$ cat src/sv/ipv6hc_pkg.sv
`timescale 1ns / 1ps

package ipv6hc_pkg;

  localparam logic [10:0] BASE_LAST = 11'd39;

  localparam logic [7:0] NH_HOPOPT   = 8'd0;
  localparam logic [7:0] NH_TCP      = 8'd6;
  localparam logic [7:0] NH_UDP      = 8'd17;
  localparam logic [7:0] NH_ROUTING  = 8'd43;
  localparam logic [7:0] NH_FRAG     = 8'd44;
  localparam logic [7:0] NH_GRE      = 8'd47;
  localparam logic [7:0] NH_ESP      = 8'd50;
  localparam logic [7:0] NH_AH       = 8'd51;
  localparam logic [7:0] NH_ICMPV6   = 8'd58;
  localparam logic [7:0] NH_DSTOPT   = 8'd60;
  localparam logic [7:0] NH_MOBILITY = 8'd135;
  localparam logic [7:0] NH_HIP      = 8'd139;
  localparam logic [7:0] NH_SHIM6    = 8'd140;
  localparam logic [7:0] NH_EXP1     = 8'd253;
  localparam logic [7:0] NH_EXP2     = 8'd254;

  localparam int FLAG_HOPOPT  = 0;
  localparam int FLAG_ROUTING = 1;
  localparam int FLAG_FRAG    = 2;
  localparam int FLAG_DSTOPT  = 3;
  localparam int FLAG_AH      = 4;
  localparam int FLAG_ESP     = 5;

  typedef enum logic [2:0] {
    OC_TCP    = 3'd0,
    OC_UDP    = 3'd1,
    OC_GRE    = 3'd2,
    OC_ICMPV6 = 3'd3,
    OC_OTHER  = 3'd4,
    OC_SHORT  = 3'd5
  } outcome_t;

  typedef struct packed {
    logic [7:0] data_byte;
    logic       end_of_packet;
  } byte_item_t;

  typedef struct packed {
    outcome_t    outcome;
    logic [7:0]  final_next_header;
    logic [7:0]  tclass;
    logic [19:0] flow_id;
    logic [7:0]  hops_left;
    logic [15:0] declared_payload_length;
    logic [5:0]  extension_flags;
    logic [7:0]  routing_kind;
    logic [7:0]  segments_remaining;
    logic [12:0] frag_offset;
    logic        frag_more;
    logic [31:0] frag_ident;
  } sum_t;

  function automatic logic is_ext(input logic [7:0] t);
    logic r;
    case (t) inside
      NH_HOPOPT, NH_ROUTING, NH_FRAG, NH_ESP, NH_AH, NH_DSTOPT,
      NH_MOBILITY, NH_HIP, NH_SHIM6, NH_EXP1, NH_EXP2: r = 1'b1;
      default: r = 1'b0;
    endcase
    return r;
  endfunction

endpackage

$ cat src/sv/ipv6hc_ifs.sv
`timescale 1ns / 1ps

interface ipv6hc_byte_if;
  logic       valid;
  logic       ready;
  logic [7:0] data_byte;
  logic       end_of_packet;

  modport source (output valid, data_byte, end_of_packet, input ready);
  modport sink   (input valid, data_byte, end_of_packet, output ready);
endinterface

interface ipv6hc_sum_if
  import ipv6hc_pkg::*;
();
  logic valid;
  logic ready;
  sum_t payload;

  modport source (output valid, payload, input ready);
  modport sink   (input valid, payload, output ready);
endinterface

$ cat src/sv/ipv6hc_in_reg.sv
`timescale 1ns / 1ps

module ipv6hc_in_reg
  import ipv6hc_pkg::*;
(
  input  logic             clk,
  input  logic             rst_n,
  ipv6hc_byte_if.sink      in_bus,
  output logic             item_valid,
  output byte_item_t       item,
  input  logic             item_take
);

  logic       valid_r;
  byte_item_t item_r;

  assign in_bus.ready = rst_n && (!valid_r || item_take);
  assign item_valid   = valid_r;
  assign item         = item_r;

  always_ff @(posedge clk) begin
    if (!rst_n) begin
      valid_r <= 1'b0;
    end else if (in_bus.ready) begin
      valid_r <= in_bus.valid;
    end
  end

  always_ff @(posedge clk) begin
    if (in_bus.valid && in_bus.ready) begin
      item_r.data_byte     <= in_bus.data_byte;
      item_r.end_of_packet <= in_bus.end_of_packet;
    end
  end

endmodule

$ cat src/sv/ipv6hc_core.sv
`timescale 1ns / 1ps

module ipv6hc_core
  import ipv6hc_pkg::*;
(
  input  logic          clk,
  input  logic          rst_n,
  input  logic          item_valid,
  input  byte_item_t    item,
  output logic          item_take,
  ipv6hc_sum_if.source  out_bus
);

  typedef enum logic [1:0] {PH_BASE, PH_WALK, PH_DONE} phase_t;

  phase_t      phase_r, phase_nxt;
  logic [10:0] idx_r, idx_nxt;
  logic [10:0] sect_r, sect_nxt;
  logic [7:0]  cur_r, cur_nxt;
  logic [7:0]  pend_r, pend_nxt;
  logic [27:0] fw_r, fw_nxt;
  logic [15:0] plen_r, plen_nxt;
  logic [7:0]  hop_r, hop_nxt;
  logic [5:0]  flags_r, flags_nxt;
  logic [15:0] rout_r, rout_nxt;
  logic [47:0] frag_r, frag_nxt;
  logic [47:0] scr_r, scr_nxt;
  logic        out_valid_r;
  sum_t        out_r, sum_nxt;

  logic        do_enter;
  logic [7:0]  enter_t;
  logic [7:0]  b;

  assign b         = item.data_byte;
  assign item_take = item_valid && (!item.end_of_packet || !out_valid_r || out_bus.ready);

  assign out_bus.valid   = out_valid_r;
  assign out_bus.payload = out_r;

  always_comb begin
    phase_nxt = phase_r;
    idx_nxt   = idx_r;
    sect_nxt  = sect_r;
    cur_nxt   = cur_r;
    pend_nxt  = pend_r;
    fw_nxt    = fw_r;
    plen_nxt  = plen_r;
    hop_nxt   = hop_r;
    flags_nxt = flags_r;
    rout_nxt  = rout_r;
    frag_nxt  = frag_r;
    scr_nxt   = scr_r;
    do_enter  = 1'b0;
    enter_t   = cur_r;

    case (phase_r)
      PH_BASE: begin
        if (idx_r < 11'd4) begin
          fw_nxt = {fw_r[19:0], b};
        end else if (idx_r < 11'd6) begin
          plen_nxt = {plen_r[7:0], b};
        end else if (idx_r == 11'd6) begin
          cur_nxt = b;
        end else if (idx_r == 11'd7) begin
          hop_nxt = b;
        end
        if (idx_r == BASE_LAST) begin
          do_enter = 1'b1;
          enter_t  = cur_r;
        end else begin
          idx_nxt = idx_r + 11'd1;
        end
      end
      PH_WALK: begin
        if (idx_r == 11'd0) begin
          pend_nxt = b;
        end else if (idx_r == 11'd1) begin
          if (cur_r == NH_AH) begin
            sect_nxt = {1'b0, b, 2'b00} + 11'd7;
          end else begin
            sect_nxt = {b, 3'b111};
          end
        end else if (idx_r < 11'd8) begin
          scr_nxt = {scr_r[39:0], b};
        end
        if (idx_r >= 11'd7 && idx_r == sect_r) begin
          case (cur_r)
            NH_HOPOPT: flags_nxt[FLAG_HOPOPT] = 1'b1;
            NH_ROUTING: begin
              flags_nxt[FLAG_ROUTING] = 1'b1;
              rout_nxt = scr_nxt[47:32];
            end
            NH_FRAG: begin
              flags_nxt[FLAG_FRAG] = 1'b1;
              frag_nxt = scr_nxt;
            end
            NH_DSTOPT: flags_nxt[FLAG_DSTOPT] = 1'b1;
            NH_AH:     flags_nxt[FLAG_AH] = 1'b1;
            default: ;
          endcase
          cur_nxt  = pend_r;
          do_enter = 1'b1;
          enter_t  = pend_r;
        end else begin
          idx_nxt = idx_r + 11'd1;
        end
      end
      default: ;
    endcase

    if (do_enter) begin
      idx_nxt  = '0;
      sect_nxt = '0;
      scr_nxt  = '0;
      pend_nxt = '0;
      if (enter_t == NH_ESP) begin
        flags_nxt[FLAG_ESP] = 1'b1;
        phase_nxt = PH_DONE;
      end else if (is_ext(enter_t)) begin
        phase_nxt = PH_WALK;
      end else begin
        phase_nxt = PH_DONE;
      end
    end
  end

  always_comb begin
    sum_nxt = '0;
    if (phase_nxt == PH_BASE) begin
      sum_nxt.outcome = OC_SHORT;
    end else begin
      case (cur_nxt)
        NH_TCP:    sum_nxt.outcome = OC_TCP;
        NH_UDP:    sum_nxt.outcome = OC_UDP;
        NH_GRE:    sum_nxt.outcome = OC_GRE;
        NH_ICMPV6: sum_nxt.outcome = OC_ICMPV6;
        default:   sum_nxt.outcome = OC_OTHER;
      endcase
      sum_nxt.final_next_header       = cur_nxt;
      sum_nxt.tclass                  = fw_nxt[27:20];
      sum_nxt.flow_id                 = fw_nxt[19:0];
      sum_nxt.hops_left               = hop_nxt;
      sum_nxt.declared_payload_length = plen_nxt;
      sum_nxt.extension_flags         = flags_nxt;
      sum_nxt.routing_kind            = rout_nxt[15:8];
      sum_nxt.segments_remaining      = rout_nxt[7:0];
      sum_nxt.frag_offset             = frag_nxt[47:35];
      sum_nxt.frag_more               = frag_nxt[32];
      sum_nxt.frag_ident              = frag_nxt[31:0];
    end
  end

  // parser state; cleared after every end-of-packet byte
  always_ff @(posedge clk) begin
    if (!rst_n) begin
      phase_r <= PH_BASE;
      idx_r   <= '0;
      sect_r  <= '0;
      cur_r   <= '0;
      pend_r  <= '0;
      flags_r <= '0;
      rout_r  <= '0;
      frag_r  <= '0;
      scr_r   <= '0;
    end else if (item_take) begin
      if (item.end_of_packet) begin
        phase_r <= PH_BASE;
        idx_r   <= '0;
        sect_r  <= '0;
        cur_r   <= '0;
        pend_r  <= '0;
        flags_r <= '0;
        rout_r  <= '0;
        frag_r  <= '0;
        scr_r   <= '0;
      end else begin
        phase_r <= phase_nxt;
        idx_r   <= idx_nxt;
        sect_r  <= sect_nxt;
        cur_r   <= cur_nxt;
        pend_r  <= pend_nxt;
        flags_r <= flags_nxt;
        rout_r  <= rout_nxt;
        frag_r  <= frag_nxt;
        scr_r   <= scr_nxt;
      end
    end
  end

  // base header fields are fully rewritten by every packet of at least eight bytes
  always_ff @(posedge clk) begin
    if (item_take) begin
      fw_r   <= fw_nxt;
      plen_r <= plen_nxt;
      hop_r  <= hop_nxt;
    end
  end

  always_ff @(posedge clk) begin
    if (!rst_n) begin
      out_valid_r <= 1'b0;
    end else if (item_take && item.end_of_packet) begin
      out_valid_r <= 1'b1;
    end else if (out_bus.ready) begin
      out_valid_r <= 1'b0;
    end
  end

  always_ff @(posedge clk) begin
    if (item_take && item.end_of_packet) begin
      out_r <= sum_nxt;
    end
  end

  a_eop_gives_summary: assert property (@(posedge clk) disable iff (!rst_n)
    item_take && item.end_of_packet |=> out_valid_r)
    else $error("summary not raised after end-of-packet transfer");

  a_eop_restarts: assert property (@(posedge clk) disable iff (!rst_n)
    item_take && item.end_of_packet |=> phase_r == PH_BASE && idx_r == 11'd0)
    else $error("parser did not restart after end of packet");

  a_base_bound: assert property (@(posedge clk) disable iff (!rst_n)
    phase_r == PH_BASE |-> idx_r <= BASE_LAST)
    else $error("base header index overrun");

  a_walk_bound: assert property (@(posedge clk) disable iff (!rst_n)
    phase_r == PH_WALK && idx_r > 11'd1 |-> idx_r <= sect_r && sect_r >= 11'd7)
    else $error("extension header index past its end");

  a_no_overwrite: assert property (@(posedge clk) disable iff (!rst_n)
    out_valid_r && !out_bus.ready |-> !(item_take && item.end_of_packet))
    else $error("pending summary overwritten");

endmodule

$ cat src/sv/ipv6_header_chain_parser.sv
`timescale 1ns / 1ps

// IPv6 header chain parser.
// in_bus carries one packet byte per transfer, starting at the first byte of
// the fixed 40-byte header; end_of_packet marks the last byte of a packet.
// out_bus carries one summary per packet, raised after its last byte: the
// base header fields, extension presence flags, routing and fragment fields,
// the next header where the walk stopped and a transport class.
// Throughput: one byte per cycle, back to back, while the summary register can
// take each last byte; the parser state updates once per byte, between the
// input register and the summary register.
// With no stall, the last byte sits in the input register while the parser
// computes the summary; out_bus.valid rises once the summary register loads it.
// Reset (synchronous, rst_n low) empties both registers, holds in_bus.ready
// low and returns the parser to the start of the base header; it also
// restarts by itself after every last byte.
// When the receiver stalls, the summary holds; bytes of the next packet keep
// flowing, and only that packet's last byte waits for the summary register.

module ipv6_header_chain_parser
  import ipv6hc_pkg::*;
(
  input  logic          clk,
  input  logic          rst_n,
  ipv6hc_byte_if.sink   in_bus,
  ipv6hc_sum_if.source  out_bus
);

  logic       item_valid;
  byte_item_t item;
  logic       item_take;

  ipv6hc_in_reg u_in_reg (
    .clk        (clk),
    .rst_n      (rst_n),
    .in_bus     (in_bus),
    .item_valid (item_valid),
    .item       (item),
    .item_take  (item_take)
  );

  ipv6hc_core u_core (
    .clk        (clk),
    .rst_n      (rst_n),
    .item_valid (item_valid),
    .item       (item),
    .item_take  (item_take),
    .out_bus    (out_bus)
  );

endmodule
$ cat src/flat_wrapper.sv
// flat-port wrapper written by rule: the top's interface ports become plain ports
module ipv6_header_chain_parser_flat import ipv6hc_pkg::*;
  (clk, rst_n, in_bus_valid, in_bus_data_byte, in_bus_end_of_packet, in_bus_ready, out_bus_valid, out_bus_payload, out_bus_ready);
  ipv6hc_byte_if in_bus_i ();
  ipv6hc_sum_if out_bus_i ();
  input  logic clk;
  input  logic rst_n;
  input wire logic [$bits(in_bus_i.valid)-1:0] in_bus_valid;
  input wire logic [$bits(in_bus_i.data_byte)-1:0] in_bus_data_byte;
  input wire logic [$bits(in_bus_i.end_of_packet)-1:0] in_bus_end_of_packet;
  output wire logic [$bits(in_bus_i.ready)-1:0] in_bus_ready;
  output wire logic [$bits(out_bus_i.valid)-1:0] out_bus_valid;
  output wire logic [$bits(out_bus_i.payload)-1:0] out_bus_payload;
  input wire logic [$bits(out_bus_i.ready)-1:0] out_bus_ready;
  assign in_bus_i.valid = in_bus_valid;
  assign in_bus_i.data_byte = in_bus_data_byte;
  assign in_bus_i.end_of_packet = in_bus_end_of_packet;
  assign in_bus_ready = in_bus_i.ready;
  assign out_bus_valid = out_bus_i.valid;
  assign out_bus_payload = out_bus_i.payload;
  assign out_bus_i.ready = out_bus_ready;
  ipv6_header_chain_parser u_core (.clk(clk), .rst_n(rst_n), .in_bus(in_bus_i), .out_bus(out_bus_i));
endmodule
$ cat config.mk
export PLATFORM = sky130hd
export DESIGN_NAME = ipv6_header_chain_parser_flat
export DESIGN_NICKNAME = d
export VERILOG_FILES = /design/src/sv/ipv6hc_pkg.sv /design/src/sv/ipv6hc_ifs.sv /design/src/sv/ipv6hc_in_reg.sv /design/src/sv/ipv6hc_core.sv /design/src/sv/ipv6_header_chain_parser.sv /design/src/flat_wrapper.sv
export SDC_FILE = /design/constraint.sdc
export NUM_CORES = 1
export LEC_CHECK = 0
export ABC_AREA = 0
export BUFFER_PORTS_ARGS = -buffer_cell sky130_fd_sc_hd__buf_2
export CAP_MARGIN = 5
export CORE_UTILIZATION = 53
export CTS_CLUSTER_DIAMETER = 50
export CTS_CLUSTER_SIZE = 20
export DETAILED_ROUTE_END_ITERATION = 8
export PLACE_DENSITY = 0.83
export SETUP_SLACK_MARGIN = 0.15
export SLEW_MARGIN = 25
export SYNTH_ARGS = -nofsm -noshare
export SYNTH_HDL_FRONTEND = slang
export SYNTH_HIERARCHICAL = 1
export SYNTH_SLANG_ARGS = --single-unit
$ cat constraint.sdc
create_clock -name clk -period 5 [get_ports clk]
set_input_delay 1 -clock clk [delete_from_list [all_inputs] [get_ports clk]]
set_output_delay 1 -clock clk [all_outputs]
set_load 0.01 [all_outputs]
======== Yosys cells after proc, flatten, opt, wreduce, memory -nomap -nowiden ========
Cells that the tools add are included.
storage, ports and cells
  bits in registers ....................... 350
  logic and storage cells ................. 156
  input port bits ......................... 13
  output and inout port bits .............. 133
operators by class
  eq/ne operators ......................... 27
  magnitude comparators ................... 4
  multiplexer cells ....................... 69
  add/subtract/negate cells ............... 2
  reductions and logical operators ........ 26
operator list
  cell                   count
  $mux 48                10
  $mux 8                 15
  $mux 16                7
  $mux 11                10
  $eq 8x6->1 const B     11
  $mux 28                2
  $eq 8x8->1 const B     5
  $eq 11x3->1 const B    2
  $lt 11x3->1 const B    2
  $pmux 11 s2            1
  $logic_not 8->1        2
  $pmux 8 s2             1
  $mux 1                 14
  $pmux 3 s4             1
  $add 10x3->11 const B  1
  $add 11x1->11 const B  1
  $eq 11x1->1 const B    1
  $eq 11x11->1           1
  $eq 11x6->1 const B    1
  $ge 11x3->1 const B    1
  $logic_not 11->1       1
  $lt 11x4->1 const B    1
  $reduce_or 11->1       1
  $mux 5                 2
  18 further kinds       34

======== Depth between registers and ports, before layout ========
  word-level depth ........................ 13
  mapped depth ............................ 12
  gate-level depth less buffers ........... 9

======== Cells and area by module ========
The synthesis kept the hierarchy.
by module, submodules not included
  module         area each (um^2)  cells an instance  instances  sequential area each (um^2)
  ipv6hc_core    14,617.8          1,337              1          8,618.3
  ipv6hc_in_reg  327.8             15                 1          290.3

======== Worst setup path after synthesis ========
Ideal clock, no wire load.
  kind .................................... input port to flip-flop
  start point ............................. input port out_bus_ready
  end point ............................... register u_core.u_core.out_r, in the netlist u_core/u_core/out_bus.payload[0], enable pin
  setup slack ............................. -267 ps
  cell stages on the path ................. 6
  arrival ................................. 4,784 ps
  library setup time ...................... 484 ps
  required time ........................... 4,516 ps
  buffers on the path ..................... 0
  path through ............................ nor2b_1 > nand2_1 > nand2_1 > inv_2 > nand2_1 > inv_1
between the ends
  cells in the longest elaborated chain, start to end .. 3
ends and longest elaborated chain
  what                  line                            source
  from (decl)           flat_wrapper.sv:14              input wire logic [$bits(out_bus_i.ready)-1:0] out_bus_ready;
  $logic_or 1x1->1      ipv6hc_core.sv:36               assign item_take = item_valid && (!item.end_of_packet || !out_valid_r || out_bus.ready);
  $logic_and 1x1->1     ipv6hc_core.sv:36
  via u_core.item_take  ipv6_header_chain_parser.sv:31  logic item_take;
  $logic_and 1x1->1     ipv6hc_core.sv:211              if (item_take && item.end_of_packet) begin
  to (signal assigned)  ipv6hc_core.sv:212              out_r <= sum_nxt;
  to (decl)             ipv6hc_core.sv:29               sum_t out_r, sum_nxt;
The timed path passes the listed nets, and every way through them passes these cells.
A chain may end at the register's enable or synchronous reset.

======== Worst setup path in the final report ========
  start point ............................. register u_core.u_core.idx_r[8]
  end point ............................... register u_core.u_core.scr_r[2]
between the ends
  cells in the longest elaborated chain, start to end .. 7
  elaborated cells between the ends (all ways) .. 18
  those cells by class .................... order compare (2); eq/ne (3); mux (9); reduce/logical (4)
ends and longest elaborated chain
  what                    line                source
  from (decl)             ipv6hc_core.sv:17   logic [10:0] idx_r, idx_nxt;
  from (signal assigned)  ipv6hc_core.sv:179  idx_r <= idx_nxt;
  $lt 11x4->1             ipv6hc_core.sv:84   end else if (idx_r < 11'd8) begin
  $mux 48                 ipv6hc_core.sv:84
  $mux 48                 ipv6hc_core.sv:78   end else if (idx_r == 11'd1) begin
  $mux 48                 ipv6hc_core.sv:76   if (idx_r == 11'd0) begin
  $mux 48                 ipv6hc_core.sv:57   case (phase_r)
  $mux 48                 ipv6hc_core.sv:112  if (do_enter) begin
  $mux 48                 ipv6hc_core.sv:167  if (item.end_of_packet) begin
  to (signal assigned)    ipv6hc_core.sv:186  scr_r <= scr_nxt;
  to (decl)               ipv6hc_core.sv:27   logic [47:0] scr_r, scr_nxt;
Several ways; a longest one is shown, not always the timed one. The select of a mux whose other input is x is not followed.

==> metrics.txt <==
outcome finished clean; Final nets 1464; Crit. Startpoint u_core/u_core/idx_r[8]$_SDFFE_PN0P_; Worst setup SP type flop; largest delay contributor family on the critical path simple AND/OR/NAND/NOR gates; Pwr per Cell Area 346 mW/mm2; number of buffers and inverters on the critical path 3; kind of capture point of the worst setup path flop; clk_lat worst skew 0.57 ns; cell with the biggest individual delay on the critical path sky130_fd_sc_hd__or4_1; share of cells above drive strength 1 0.202; initial antenna violation count 1; width of the die 170 um; unrepaired setup endpoints after global routing false; Post-Place Cell Area 0.0159 mm2; Max Slew Vio Count 0; Final Instance Area 0.0170 mm2; Remaining Overflow, GRT 0; cell taking the most area after synthesis sky130_fd_sc_hd__edfxtp_1; maximum clock insertion buffer count 3; cell occurring most often along the worst timing path sky130_fd_sc_hd__buf_4; WP data arrival just over 4 ns; Num Clock Sinks 349; count of cell types in the netlist 69; critical path cell sequence or4_1 > or4_4 > a41oi_2 > o21bai_2 > buf_4 > o21ai_4 > buf_4 > nor4_4 > buf_4 > a22o_1; global-route wire length before repair 52100 um; routed len/inst about 18 um; Final Routed Wirelength 32800 um; async set or reset register ratio after synthesis 0; clock period minus final worst setup slack 3.66 ns; HPWL Detailed around 21000 um; total track usage 0.226; pin count of the biggest net entering global routing about 110; ratio of routed vias to standard cells 5.75; Hold Violations, Final 0; layout overhead on the synthesized area 13.8%; CORE AREA between 0.02 and 0.03 mm2; Reg clk slew, reported paths 0.08 ns; count of vias placed by the detailed router 10635; number of design-rule violations left by the first detailed-router iteration 972; launch point of the worst hold path u_core/u_core/rout_r[11]$_SDFFE_PN0P_; worst slack at placement 1.39 ns; cts repair resizes 0; slowest stage delay, CP ~0.62 ns; Core Util, Final 0.612; most common cell after layout, fill and taps aside sky130_fd_sc_hd__nor2_1; first-pass iteration count of the detailed router 5; top-level port count 146; post-CTS repair timing setup buffer count 0; Final Skew 0.0352 ns; register bit total from synthesis 349; worst-case vdd ir drop 0.343 mV; final clock period utilization by the worst path 0.733; Total Power Consumption approximately 0.0059 W; average footprint of a synthesized cell 11.1 um2; beginning of the worst register-to-register path u_core/u_core/idx_r[8]$_SDFFE_PN0P_; count of hold-fix buffers inserted at cts 0; std cell rows 61; YS warnings 6; summed instance area of the synthesized netlist 0.0149 mm2; min-delay worst type flop to flop; Highest Clock Rate 273 MHz; most instantiated flip-flop cell in the synthesis netlist sky130_fd_sc_hd__edfxtp_1; number of buffers created by CTS 31; WS Path Type flop to flop; sequential area share after synthesis 0.596; number of enable-type register cells in the synthesized netlist 192; starting density of the core 0.538; deepest level of the CTS H-tree 1; root buffer cell sky130_fd_sc_hd__clkbuf_16; post-synth top area share 0.386; filler cell count in the final layout 2246; Worst-Margin Slew ~0.92 ns; total of endpoints with negative setup slack in the final report 0; smallest setup slack after layout 1.34 ns; required time of the critical path between 5 and 6 ns; relative max-transition margin 0.383; most frequent cells in the layout sky130_fd_sc_hd__nor2_1, sky130_fd_sc_hd__edfxtp_1, sky130_fd_sc_hd__dfxtp_1, sky130_fd_sc_hd__buf_2, sky130_fd_sc_hd__a21oi_1; biggest area contributors in the synthesized netlist sky130_fd_sc_hd__edfxtp_1, sky130_fd_sc_hd__dfxtp_1, sky130_fd_sc_hd__nor2_1; TritonCTS clock tree done; syn_nets 1369; Post-Synthesis Cells 1352; final weighted congestion in routability-driven placement 0.881; count of input and output buffers 145; Die Area around 0.029 mm2; post-route setup TNS 0 ns; # Max-Cap Violations 0; DRC 0; Max FO, Critical Path 33; die height 170 um; post-route ant nets 0; vias in the first global route 10006; Leak 5.94 nW
final timing paths:
path / to / slack (ns) / cells past startpoint
max: u_core/u_core/scr_r[2]$_SDFFE_PN0P_ / 1.34 / 10
min: u_core/u_core/rout_r[11]$_SDFFE_PN0P_ / 0.45 / 2
max reg2reg: u_core/u_core/scr_r[2]$_SDFFE_PN0P_ / 1.34 / 10
min reg2reg: u_core/u_core/rout_r[11]$_SDFFE_PN0P_ / 0.45 / 2
cells in the mapped netlist, types with 3 or more instances:
cell	instances
sky130_fd_sc_hd__mux2_2	53
sky130_fd_sc_hd__nand2_1	45
sky130_fd_sc_hd__dfxtp_1	157
sky130_fd_sc_hd__nand2b_1	19
sky130_fd_sc_hd__nand3_1	25
sky130_fd_sc_hd__and4_1	3
sky130_fd_sc_hd__a21oi_1	106
sky130_fd_sc_hd__o221ai_1	3
sky130_fd_sc_hd__xnor2_1	14
sky130_fd_sc_hd__inv_1	15
sky130_fd_sc_hd__ha_1	4
sky130_fd_sc_hd__buf_4	4
sky130_fd_sc_hd__nor2_1	236
sky130_fd_sc_hd__nor2b_1	3
sky130_fd_sc_hd__buf_2	19
sky130_fd_sc_hd__nor4b_1	3
sky130_fd_sc_hd__mux2i_1	50
sky130_fd_sc_hd__and3_1	8
sky130_fd_sc_hd__buf_1	4
sky130_fd_sc_hd__or4_1	4
sky130_fd_sc_hd__nor3_1	25
sky130_fd_sc_hd__nand4_1	16
sky130_fd_sc_hd__o21ai_0	23
sky130_fd_sc_hd__nor4_2	4
sky130_fd_sc_hd__edfxtp_1	192
sky130_fd_sc_hd__a22o_1	33
sky130_fd_sc_hd__nor4_1	7
sky130_fd_sc_hd__clkbuf_1	73
sky130_fd_sc_hd__a211oi_1	63
sky130_fd_sc_hd__o221a_2	4
sky130_fd_sc_hd__xor2_1	12
sky130_fd_sc_hd__or3_1	3
sky130_fd_sc_hd__o211ai_1	5
sky130_fd_sc_hd__or2_2	4
sky130_fd_sc_hd__and2_1	55
sky130_fd_sc_hd__a22oi_1	19
worst register-to-register path: cells and delay by family, from the launching register on:
kind	cells	cell delay, ns
AND/OR/NAND/NOR	3	1.29
AO/OA/AOI/OAI	4	0.98
flip-flops	1	0.37
buffers and inverters	3	0.93
kinds of logic (layout without fill, tap and decap cells):
kind of cell / Yosys count / in the layout / synth area share
and+or+nand+nor: 471 / 471 / 0.152
buffers and inverters: 118 / 237 / 0.0327
muxes: 103 / 103 / 0.0734
DFF: 349 / 349 / 0.596
other: 0 / 1 / 0
adders and majority gates: 4 / 4 / 0.00335
xor gates and xnor gates: 26 / 26 / 0.0152
AOI/OAI and AO/OA: 281 / 281 / 0.127
state kept, by name (all words and copies together), names as in the netlist, 8 cells and up:
name / flops
u_core/u_core/cur_r: 8
u_core/u_core/frag_r: 46
u_core/u_core/fw_r: 28
u_core/u_core/hop_r: 8
u_core/u_core/idx_r: 11
u_core/u_core/out_bus.payload: 131
u_core/u_core/pend_r: 8
u_core/u_core/plen_r: 16
u_core/u_core/rout_r: 16
u_core/u_core/scr_r: 48
u_core/u_core/sect_r: 10
u_core/u_in_reg/item: 9
routing by layer:
layer	up-vias	part of all wire	global-route usage
met5	-	0	0
met2	350	0.48	0.377
met3	73	0.063	0.0414
met4	0	0.029	0.0768
li1	5083	-	-
met1	5129	0.43	0.296
power by group:
| part | switching, W | internal (W) |
|---|---|---|
| logic | 0.000173 | 0.0000872 |
| registers | 0.0000381 | 0.00308 |
| clock network | 0.00112 | 0.00139 |
| total | 0.00133 | 0.00456 |
layout make-up:
| cell class | instances | area [um2] | share of cell area |
|---|---|---|---|
| sequential | 349 | 8910 | 0.524 |
| multi-input combinational | 885 | 5580 | 0.328 |
| timing repair buffer | 163 | 877 | 0.0516 |
| clock buffer | 41 | 876 | 0.0515 |
| tap | 378 | 473 | 0.0278 |
| clock inverter | 16 | 225 | 0.0132 |
| inverter | 17 | 67.6 | 0.00397 |
| antenna | 1 | 2.50 | 0.000147 |
stage by stage:
step,hold WS (ns),cells
detailed placement,0.444,1792
global route,0.481,1850
CTS,0.456,1849
finish,0.453,1850
global placement,0.439,1792
floorplan,0.432,1352
Note: power is estimated with default switching activity, not from simulation.
